`config.mk`:
```
export PLATFORM = sky130hd
export DESIGN_NAME = temperature_seven_segment_scanner_unit
export DESIGN_NICKNAME = d
export VERILOG_FILES = /design/src/tssu_pkg.sv /design/src/temperature_seven_segment_scanner_unit.sv /design/src/tssu_temp_decode.sv /design/src/tssu_scan_core.sv
export VERILOG_INCLUDE_DIRS = /design/src /design/src/src
export SDC_FILE = /design/constraint.sdc
export NUM_CORES = 1
export LEC_CHECK = 0
export ABC_AREA = 1
export BUFFER_PORTS_ARGS = -buffer_cell sky130_fd_sc_hd__buf_2
export CAP_MARGIN = 25
export CELL_PAD_IN_SITES_DETAIL_PLACEMENT = 0
export CELL_PAD_IN_SITES_GLOBAL_PLACEMENT = 1
export CORE_MARGIN = 2
export CORE_UTILIZATION = 48
export CTS_BUF_LIST = sky130_fd_sc_hd__clkbuf_4 sky130_fd_sc_hd__clkbuf_8 sky130_fd_sc_hd__clkbuf_16
export CTS_CLUSTER_SIZE = 12
export DETAILED_ROUTE_END_ITERATION = 10
export HOLD_SLACK_MARGIN = 0.12
export PLACE_DENSITY = 0.85
export RECOVER_POWER = 25
export SYNTH_ARGS = -nofsm -noshare
export SYNTH_HDL_FRONTEND = slang
export SYNTH_SLANG_ARGS = --single-unit
```
`constraint.sdc`:
```
create_clock -name clk -period 9.4 [get_ports clk]
set_input_delay 0.94 -clock clk [delete_from_list [all_inputs] [get_ports clk]]
set_output_delay 0.94 -clock clk [all_outputs]
set_load 0.02 [all_outputs]
```
`src/temperature_seven_segment_scanner_unit_defines.svh`:
```
// Assertion macros shared by the scanner unit
`ifndef TEMPERATURE_SEVEN_SEGMENT_SCANNER_UNIT_DEFINES_SVH
`define TEMPERATURE_SEVEN_SEGMENT_SCANNER_UNIT_DEFINES_SVH

// Same-cycle implication, disabled while in reset
`define TSSU_ASSERT_SAME(label, clk, rst, ante, cons) \
  label: assert property (@(posedge clk) disable iff (rst) (ante) |-> (cons)) \
    else $error("scanner unit assertion failed");

// Next-cycle implication, disabled while in reset
`define TSSU_ASSERT_NEXT(label, clk, rst, ante, cons) \
  label: assert property (@(posedge clk) disable iff (rst) (ante) |=> (cons)) \
    else $error("scanner unit assertion failed");

`endif

```
`src/tssu_pkg.sv`:
```
// Types, constants and glyph table for the temperature scanner unit
package tssu_pkg;

  localparam logic       MODE_UPDATE = 1'b0;
  localparam logic       MODE_SCAN   = 1'b1;

  localparam logic [7:0] LETTER_C    = 8'hC6;
  localparam logic [7:0] DP_MASK     = 8'h80;
  localparam logic [7:0] SEG_OFF     = 8'hFF;
  localparam logic [3:0] EN_OFF      = 4'hF;
  localparam logic [6:0] WHOLE_MAX   = 7'd99;

  // q = (t * 52429) >> 19 equals t / 10 for every t below 32768
  localparam logic [15:0] TEN_RECIP  = 16'd52429;
  localparam int          RECIP_SHIFT = 19;

  typedef logic [3:0][7:0] tssu_codes_t;

  typedef struct packed {
    logic fire;
    logic scan;
  } tssu_step_t;

  typedef struct packed {
    logic [7:0] segments;
    logic [3:0] enables;
  } tssu_pins_t;

  function automatic logic [7:0] digit_glyph(input logic [3:0] digit);
    logic [7:0] code;
    case (digit)
      4'd0:    code = 8'hC0;
      4'd1:    code = 8'hF9;
      4'd2:    code = 8'hA4;
      4'd3:    code = 8'hB0;
      4'd4:    code = 8'h99;
      4'd5:    code = 8'h92;
      4'd6:    code = 8'h82;
      4'd7:    code = 8'hF8;
      4'd8:    code = 8'h80;
      4'd9:    code = 8'h90;
      default: code = SEG_OFF;
    endcase
    return code;
  endfunction

endpackage

```
`src/temperature_seven_segment_scanner_unit.sv`:
```
// Channel  | Signals                                  | Carries
// s_axis   | tvalid tready tdata[15:0] tuser          | temperature_tenths, mode
// m_axis   | tvalid tready tdata[15:0]                | segment_lines, digit_enables
//
// One transaction per cycle sustained while m_axis_tready stays high; the path runs through the input
// register, then the result register, with the single multiply-and-select pass between them.
// Reset clears both stages, the digit buffer to zero and the pins to all off.
// With m_axis_tready low the result holds and one more transaction waits in the
// input register; s_axis_tready then drops until the result is taken.
`include "temperature_seven_segment_scanner_unit_defines.svh"

// Top level of the multiplexed seven-segment temperature scanner
module temperature_seven_segment_scanner_unit
  import tssu_pkg::*;
(
  input  logic        clk,
  input  logic        rst,
  input  logic        s_axis_tvalid,
  output logic        s_axis_tready,
  input  logic [15:0] s_axis_tdata,   // [15:0] temperature_tenths (signed)
  input  logic        s_axis_tuser,   // [0] mode
  output logic        m_axis_tvalid,
  input  logic        m_axis_tready,
  output logic [15:0] m_axis_tdata    // [7:0] segment_lines, [11:8] digit_enables, [15:12] zero
);

  logic               in_valid;
  logic               in_mode;
  logic signed [15:0] in_temp;
  logic               out_ready;
  tssu_step_t         step;
  tssu_codes_t        codes_new;
  tssu_pins_t         pins_next;
  tssu_pins_t         out_pins;

  assign out_ready     = !m_axis_tvalid || m_axis_tready;
  assign s_axis_tready = !in_valid || out_ready;

  always_ff @(posedge clk) begin
    if (rst) begin
      in_valid <= 1'b0;
    end else if (s_axis_tready) begin
      in_valid <= s_axis_tvalid;
    end
  end

  always_ff @(posedge clk) begin
    if (s_axis_tready && s_axis_tvalid) begin
      in_mode <= s_axis_tuser;
      in_temp <= signed'(s_axis_tdata);
    end
  end

  assign step.fire = in_valid && out_ready;
  assign step.scan = (in_mode == MODE_SCAN);

  tssu_temp_decode u_decode (
    .temperature_tenths (in_temp),
    .codes              (codes_new)
  );

  tssu_scan_core u_core (
    .clk       (clk),
    .rst       (rst),
    .step      (step),
    .codes_new (codes_new),
    .pins_next (pins_next)
  );

  always_ff @(posedge clk) begin
    if (rst) begin
      m_axis_tvalid <= 1'b0;
    end else if (out_ready) begin
      m_axis_tvalid <= in_valid;
    end
  end

  always_ff @(posedge clk) begin
    if (step.fire) begin
      out_pins <= pins_next;
    end
  end

  assign m_axis_tdata = {4'b0000, out_pins.enables, out_pins.segments};

  // At most one digit enabled on any delivered result
  `TSSU_ASSERT_SAME(a_one_digit, clk, rst, m_axis_tvalid, $countones(m_axis_tdata[11:8]) >= 3)
  // A waiting transaction is never dropped while the result stage is blocked
  `TSSU_ASSERT_NEXT(a_in_hold, clk, rst, in_valid && !out_ready, in_valid)
  // A transaction that leaves the input stage shows up as a result
  `TSSU_ASSERT_NEXT(a_out_fill, clk, rst, step.fire, m_axis_tvalid)

endmodule

```
`src/tssu_temp_decode.sv`:
```
// Splits a temperature in tenths into clamped digits and segment codes
module tssu_temp_decode
  import tssu_pkg::*;
(
  input  logic signed [15:0] temperature_tenths,
  output tssu_codes_t        codes
);

  logic        negative;
  logic [14:0] magnitude;
  logic [30:0] product;
  logic [11:0] quotient;
  logic [14:0] quotient_ten;
  logic [14:0] remainder_wide;
  logic [6:0]  whole;
  logic [3:0]  tenths;
  logic [3:0]  tens;
  logic [6:0]  tens_ten;
  logic [6:0]  units_wide;

  assign negative  = temperature_tenths[15];
  assign magnitude = temperature_tenths[14:0];

  assign product        = 31'(magnitude) * 31'(TEN_RECIP);
  assign quotient       = product[RECIP_SHIFT +: 12];
  assign quotient_ten   = 15'({quotient, 3'b000}) + 15'({quotient, 1'b0});
  assign remainder_wide = magnitude - quotient_ten;

  // Negative input: whole part and tenths both show as zero
  always_comb begin
    if (negative) begin
      whole  = 7'd0;
      tenths = 4'd0;
    end else begin
      whole  = (quotient > 12'(WHOLE_MAX)) ? WHOLE_MAX : quotient[6:0];
      tenths = remainder_wide[3:0];
    end
  end

  always_comb begin
    tens = 4'd0;
    for (int k = 1; k <= 9; k++) begin
      if (whole >= 7'(10 * k)) tens = 4'(k);
    end
  end

  assign tens_ten   = 7'({tens, 3'b000}) + 7'({tens, 1'b0});
  assign units_wide = whole - tens_ten;

  assign codes[0] = digit_glyph(tens);
  assign codes[1] = digit_glyph(units_wide[3:0]) & ~DP_MASK;
  assign codes[2] = digit_glyph(tenths);
  assign codes[3] = LETTER_C;

endmodule

```
`src/tssu_scan_core.sv`:
```
// Digit buffer, scan index and pin state of the display driver
module tssu_scan_core
  import tssu_pkg::*;
(
  input  logic        clk,
  input  logic        rst,
  input  tssu_step_t  step,
  input  tssu_codes_t codes_new,
  output tssu_pins_t  pins_next
);

  tssu_codes_t digit_codes;
  logic [1:0]  scan_index;
  logic [1:0]  scan_index_next;
  tssu_pins_t  pins;

  assign scan_index_next = scan_index + 2'd1;

  // Advance first, then show the new entry; an update leaves the pins alone
  always_comb begin
    pins_next = pins;
    if (step.scan) begin
      pins_next.segments = digit_codes[scan_index_next];
      pins_next.enables  = ~(4'b0001 << scan_index_next);
    end
  end

  always_ff @(posedge clk) begin
    if (rst) begin
      digit_codes <= '0;
      scan_index  <= 2'd0;
      pins        <= '{segments: SEG_OFF, enables: EN_OFF};
    end else if (step.fire) begin
      if (step.scan) begin
        scan_index <= scan_index_next;
        pins       <= pins_next;
      end else begin
        digit_codes <= codes_new;
      end
    end
  end

endmodule

```
# After elaboration in Yosys (flattened, before gate mapping)

Memories as Yosys holds them, arrays and structs flattened. A register that Yosys moved wholly into a read port is not among the register bits.
Cells that the tools add are included.

Multiplexer cells: 15
Shift-type cells: 1
Bitwise operators: 2
$lt $le $gt $ge: 11
$mul: 1
$add $sub $neg: 5
Reductions and logical operators: 8

Operator list:

| cell                     | count |
|---|---|
| $mul A15 B16 Y31 const B | 1 |
| $ge A7 B6 Y1 const B     | 3 |
| $ge A7 B7 Y1 const B     | 3 |
| $bmux W8 S2              | 1 |
| $ge A7 B5 Y1 const B     | 2 |
| $mux W7                  | 2 |
| $gt A12 B7 Y1 const B    | 1 |
| $mux W12                 | 1 |
| $mux W3                  | 4 |
| $mux W4                  | 3 |
| $add A4 B4 Y4            | 2 |
| $mux W8                  | 1 |
| $sub A4 B4 Y4            | 2 |
| $ge A7 B4 Y1 const B     | 1 |
| $mux W2                  | 2 |
| $not A4 Y4               | 1 |
| $reduce_and A2 Y1        | 2 |
| $shl A1 B2 Y4 const A    | 1 |
| $lt A2 B3 Y1 const B     | 1 |
| $add A2 B1 Y2 const B    | 1 |
| $logic_and A1 B1 Y1      | 2 |
| $logic_not A1 Y1         | 2 |
| $logic_or A1 B1 Y1       | 2 |
| $mux W1                  | 1 |
| $not A1 Y1               | 1 |

Logic and storage cells: 58
Register bits: 62
Output and inout bits: 18
Bits in read-only memories: 336
Memories: 3

Memory list:

| memory           | words | bits a word | read ports | clocked after Yosys merged registers in | wr ports | RTL line       | text |
|---|---|---|---|---|---|---|---|
| (name not given) | 16    | 7           | 1          | 1                                       | 0        | tssu_pkg.sv:31 | `case (digit)` |
| (name not given) | 16    | 7           | 1          | 1                                       | 0        | tssu_pkg.sv:31 |  |
| (name not given) | 16    | 7           | 1          | 1                                       | 0        | tssu_pkg.sv:31 |  |

# Logic depth before layout (Yosys ltp)

Depth in word-level cells: 16
Mapped depth: 50

# By module

A second synthesis with hierarchy kept.

Cell total of the unflattened synthesis: 1174
Area, all modules: 8784.7 um^2

Modules (own cells, without submodules):

| module                                 | instances | sequential area each (um^2) | area each (um^2) | cells an instance |
|---|---|---|---|---|
| tssu_temp_decode                       | 1         | 0.0                         | 5731.7           | 839 |
| tssu_scan_core                         | 1         | 920.9                       | 2057.0           | 289 |
| temperature_seven_segment_scanner_unit | 1         | 910.9                       | 996.0            | 46 |

# Worst setup path before layout

OpenSTA, ideal clock, no wires.

Path kind: flip-flop to flip-flop
Start: reg in_temp[13]
End: reg u_core.digit_codes[12] in the netlist's numbering
Path buffers: 0
Setup time: 67 ps
Slack: 2388 ps
Period minus slack after synthesis: 7012 ps
Cell stages (with the launch flop): 46
Data arrival time: 6944 ps
Cells stage by stage: edfxtp_1 -> inv_1 -> ha_1 -> inv_1 -> fa_1 -> fa_1 -> inv_1 -> fa_1 -> inv_1 -> fa_1 -> inv_1 -> fa_1 -> inv_1 -> ha_1 -> nand2_1 -> nor2_1 -> and2_1 -> nand3b_1 -> [10 not listed] -> o21ai_2 -> inv_2 -> nand2_2 -> nand2_1 -> nand2_1 -> nand2_1 -> nand2_1 -> nand2_2 -> ha_1 -> or2_2 -> nand2_1 -> inv_1 -> nor2_1 -> o21bai_1 -> inv_1 -> nand2_1 -> nand3_1 -> a21oi_2

Cells in the longest elaborated chain, start to end: 16

Ends and longest elaborated chain:

| what                   | RTL line                                     | text |
|---|---|---|
| start, declared        | temperature_seven_segment_scanner_unit.sv:29 | `logic signed [15:0] in_temp;` |
| start signal, assigned | temperature_seven_segment_scanner_unit.sv:50 | `in_temp <= signed'(s_axis_tdata);` |
| $mul A15 B16 Y31 (*)   | tssu_temp_decode.sv:24                       | `assign product = 31'(magnitude) * 31'(TEN_RECIP);` |
| $gt A12 B7 Y1          | tssu_temp_decode.sv:35                       | `whole = (quotient > 12'(WHOLE_MAX)) ? WHOLE_MAX : quotient[6:0];` |
| $mux W7 (*)            | tssu_temp_decode.sv:35                       |  |
| $mux W7 (*)            | tssu_temp_decode.sv:31                       | `if (negative) begin` |
| $ge A7 B4 Y1           | tssu_temp_decode.sv:43                       | `if (whole >= 7'(10 * k)) tens = 4'(k);` |
| $mux W1                | tssu_temp_decode.sv:43                       |  |
| $mux W2 (2 in series)  | tssu_temp_decode.sv:43                       |  |
| $mux W3 (4 in series)  | tssu_temp_decode.sv:43                       |  |
| $mux W4 (2 in series)  | tssu_temp_decode.sv:43                       |  |
| $add A4 B4 Y4          | tssu_temp_decode.sv:47                       | `assign tens_ten = 7'({tens, 3'b000}) + 7'({tens, 1'b0});` |
| $sub A4 B4 Y4 (*)      | tssu_temp_decode.sv:48                       | `assign units_wide = whole - tens_ten;` |
| end, declared          | tssu_scan_core.sv:12                         | `tssu_codes_t digit_codes;` |

Mark *: on every way between the ends. The rest lies on a longest branch, timed or not.
A chain may end at the register's enable or synchronous reset.

# Worst setup path in the final report

Same ends and word-level chain as after synthesis.

==> flow_summary.ini <==
[logic_synthesis]
synth_cell_type_count = 47
cells_after_synthesis = 1049
ys_seq_elements = 67
synth_sequential_area_ratio = 0.203
synthesis.yosys.warnings = 0
netlist.area_leader.share = 0.215
yosys.area.top_type = sky130_fd_sc_hd__ha_1
post_synth_main_area_contributors = sky130_fd_sc_hd__ha_1 21%, sky130_fd_sc_hd__fa_1 14%, sky130_fd_sc_hd__nand2_1 12%
post_synth.cell_area_avg_um2 = 7.66
syn-cell-area_um2 = 8030

[clock_tree]
post_cts_resize_count = 0
clkSlewWorstSetupHoldPaths_ns = 0.06
clk-insertion-delay-late_ns = 0.33
ctsHoldBuffers = 0
cts.repair_timing.setup_buffer_count = 0
cts-root-to-sink-buffers = 2
clk_root_buffer_cell = sky130_fd_sc_hd__clkbuf_16
tritoncts.num_buffers = 9
cts_num_sinks = 67
cts_max_level = 3
cts_tree = done

[critical_path]
critical_path_start_end_classification = reg -> reg
r2r_setup_slack_ns = 1.69
required_ns = 9.66
critPathMaxFanout = 8
timing.rr.end = u_core.digit_codes[12]
startpoint_type = flip-flop
endpoint_kind = flip-flop
crit_path_top_delay_cell = sky130_fd_sc_hd__fa_1
critPathCapture = u_core.digit_codes[12]
worst_setup_path_startpoint = in_temp[13]
ff2ff_path_depth = 45
cp_data_arrival_time_ns = 7.97
max_stage_delay_ns = 0.55
crit_path_frequent_cell = sky130_fd_sc_hd__nand2_1
rr_startpoint = in_temp[13]

[route]
post_drt_wl_per_cell_um = 14.1
vias = 6376
wirelength_um = 18400
ant_nets = 0
dr.pass1.iters = 5
drt_first_iter_violations = 374
vias_per_cell = 4.87
drc = 0

[floorplanning]
design.die.area_um2 = 17800
fp.dieH_um = 133
fp-row-count = 47
boundaryPins = 39
floorplan.initialDensity = 0.488
die_w_um = 133
design.core.area_um2 = 16500

[finish]
nNetsFinal = 1300
synthToLayoutAreaGrowth_pct = 8.54
drive_above_1_share = 0.0872
filler_cell_count = 1623
layout.cells.non_filler = 1309
antennaDiodeCount = 0
final_common_cell = sky130_fd_sc_hd__nand2_1
layout_common_cells = 258 x sky130_fd_sc_hd__nand2_1, 212 x sky130_fd_sc_hd__inv_1, 138 x sky130_fd_sc_hd__ha_1, 74 x sky130_fd_sc_hd__nor2_1, 57 x sky130_fd_sc_hd__fa_1

[sta]
timing.final.crit_period_ns = 7.71
rsz0062_at_grt = false
setup-tns-final_ns = 0
worst_pin_slew_ns = 1.03
hold_viol = 0
final_min_period_over_clock_period = 0.820
setup_viols_final = 0
fmaxAchievable_mhz = 130
final.setup_skew_ns = 0.00590
drv_slew = 0
slew-limit-headroom = 0.312

[global_route]
pin_count_of_the_biggest_net_entering_global_routing = 22
antenna_found_initial = 0
grt_overflow_total = 0
global_route_usage_sum = 0.221
first_global_vias = 6224
grt_first_pass_wirelength_um = 31200

[status]
outcome = finished clean

[placed_design]
place_hpwl_um = 15800
globalplace.congestion = 0.926
quantity_of_i_o_buffers_inserted_on_ports = 34
placedCellCount = 1293

[hold_path]
hp_class = reg -> reg

[flow_run]
maxCapViolations = 0
final cells by class:
class | count | area [um^2] | share of cell area
sequential | 67 | 1630 | 0.187
timing repair buffer | 35 | 170 | 0.0195
multi-input combinational | 749 | 5510 | 0.632
inverter | 222 | 836 | 0.0959
clock inverter | 6 | 65.1 | 0.00746
tap | 220 | 275 | 0.0316
clock buffer | 10 | 233 | 0.0267
metal layers:
layer | vias up | wire (um) | GRT usage
met5 | - | 0 | 0
met4 | 0 | 228 | 0.0426
met3 | 14 | 886 | 0.0236
met2 | 135 | 7750 | 0.337
met1 | 2875 | 9540 | 0.340
li1 | 3352 | - | -
flip-flops by register name, summed over array words and instances (netlist names):
name / flops
in_mode: 1
u_core.pins: 12
u_core.scan_index: 2
in_valid: 1
m_axis_tdata: 12
u_core.digit_codes: 22
m_axis_tvalid: 1
in_temp: 16
cell usage after synthesis (all sizes together):
master,number
nand3,42
nand2,274
nor2,83
inv,219
fa,57
and2,2
o311ai,4
ha,138
a211oi,2
nor3b,1
edfxtp,29
xnor2,4
clkbuf,9
nor3,5
a31oi,1
a21oi,52
clkinv,3
or2,4
o21ai,35
conb,1
o21a,5
o211ai,6
nand3b,2
nand4,8
o21bai,6
o2111ai,1
dfxtp,38
buf,5
a21o,2
a31o,2
xor2,9
critical path: cells and delay by family, from the launching register on:
family / cells / cell delay (ns)
fa+ha+maj: 8 / 3.44
flops: 1 / 0.42
simple gates: 23 / 2.41
buf+inv: 10 / 0.70
compound gates: 4 / 0.65
logic make-up (layout without fill, tap and decap cells):
group                      count (synthesis)  in the layout  synth area share
other                                      1              4          0.000467
DFF                                       67             67             0.203
and+or+nand+nor                          421            421             0.226
AOI/OAI and AO/OA                        116            116            0.0855
xor gates and xnor gates                  13             13            0.0151
adders and majority gates                195            195             0.357
buffers and inverters                    236            273             0.113
stage by stage:
stage / instance area, um^2 / setup WS, ns / hold slack (ns) / utilization
after floorplan: 8040 / 2.39 / 0.434 / -
after global placement: 8430 / 1.84 / 0.446 / 0.512
after detailed placement: 8430 / 1.72 / 0.449 / 0.512
after CTS: 8720 / 1.71 / 0.464 / 0.530
after global routing: 8720 / 1.07 / 0.482 / 0.529
final: 8720 / 1.69 / 0.462 / 0.529
how the worst min path moves through the flow:
stage | start | end | slack, ns | cells past startpoint
after CTS | u_core.pins[11] | u_core.pins[11] | 0.46 | 2
after detailed placement | u_core.pins[11] | u_core.pins[11] | 0.45 | 2
after floorplan | u_core.pins[11] | u_core.pins[11] | 0.43 | 2
after global placement | u_core.pins[11] | u_core.pins[11] | 0.45 | 2
after global routing | u_core.pins[11] | u_core.pins[11] | 0.48 | 2
final | u_core.pins[11] | u_core.pins[11] | 0.46 | 2
Power is not shown: default switching activity piles up to over one toggle a cycle in this logic, so the estimate is an artifact.
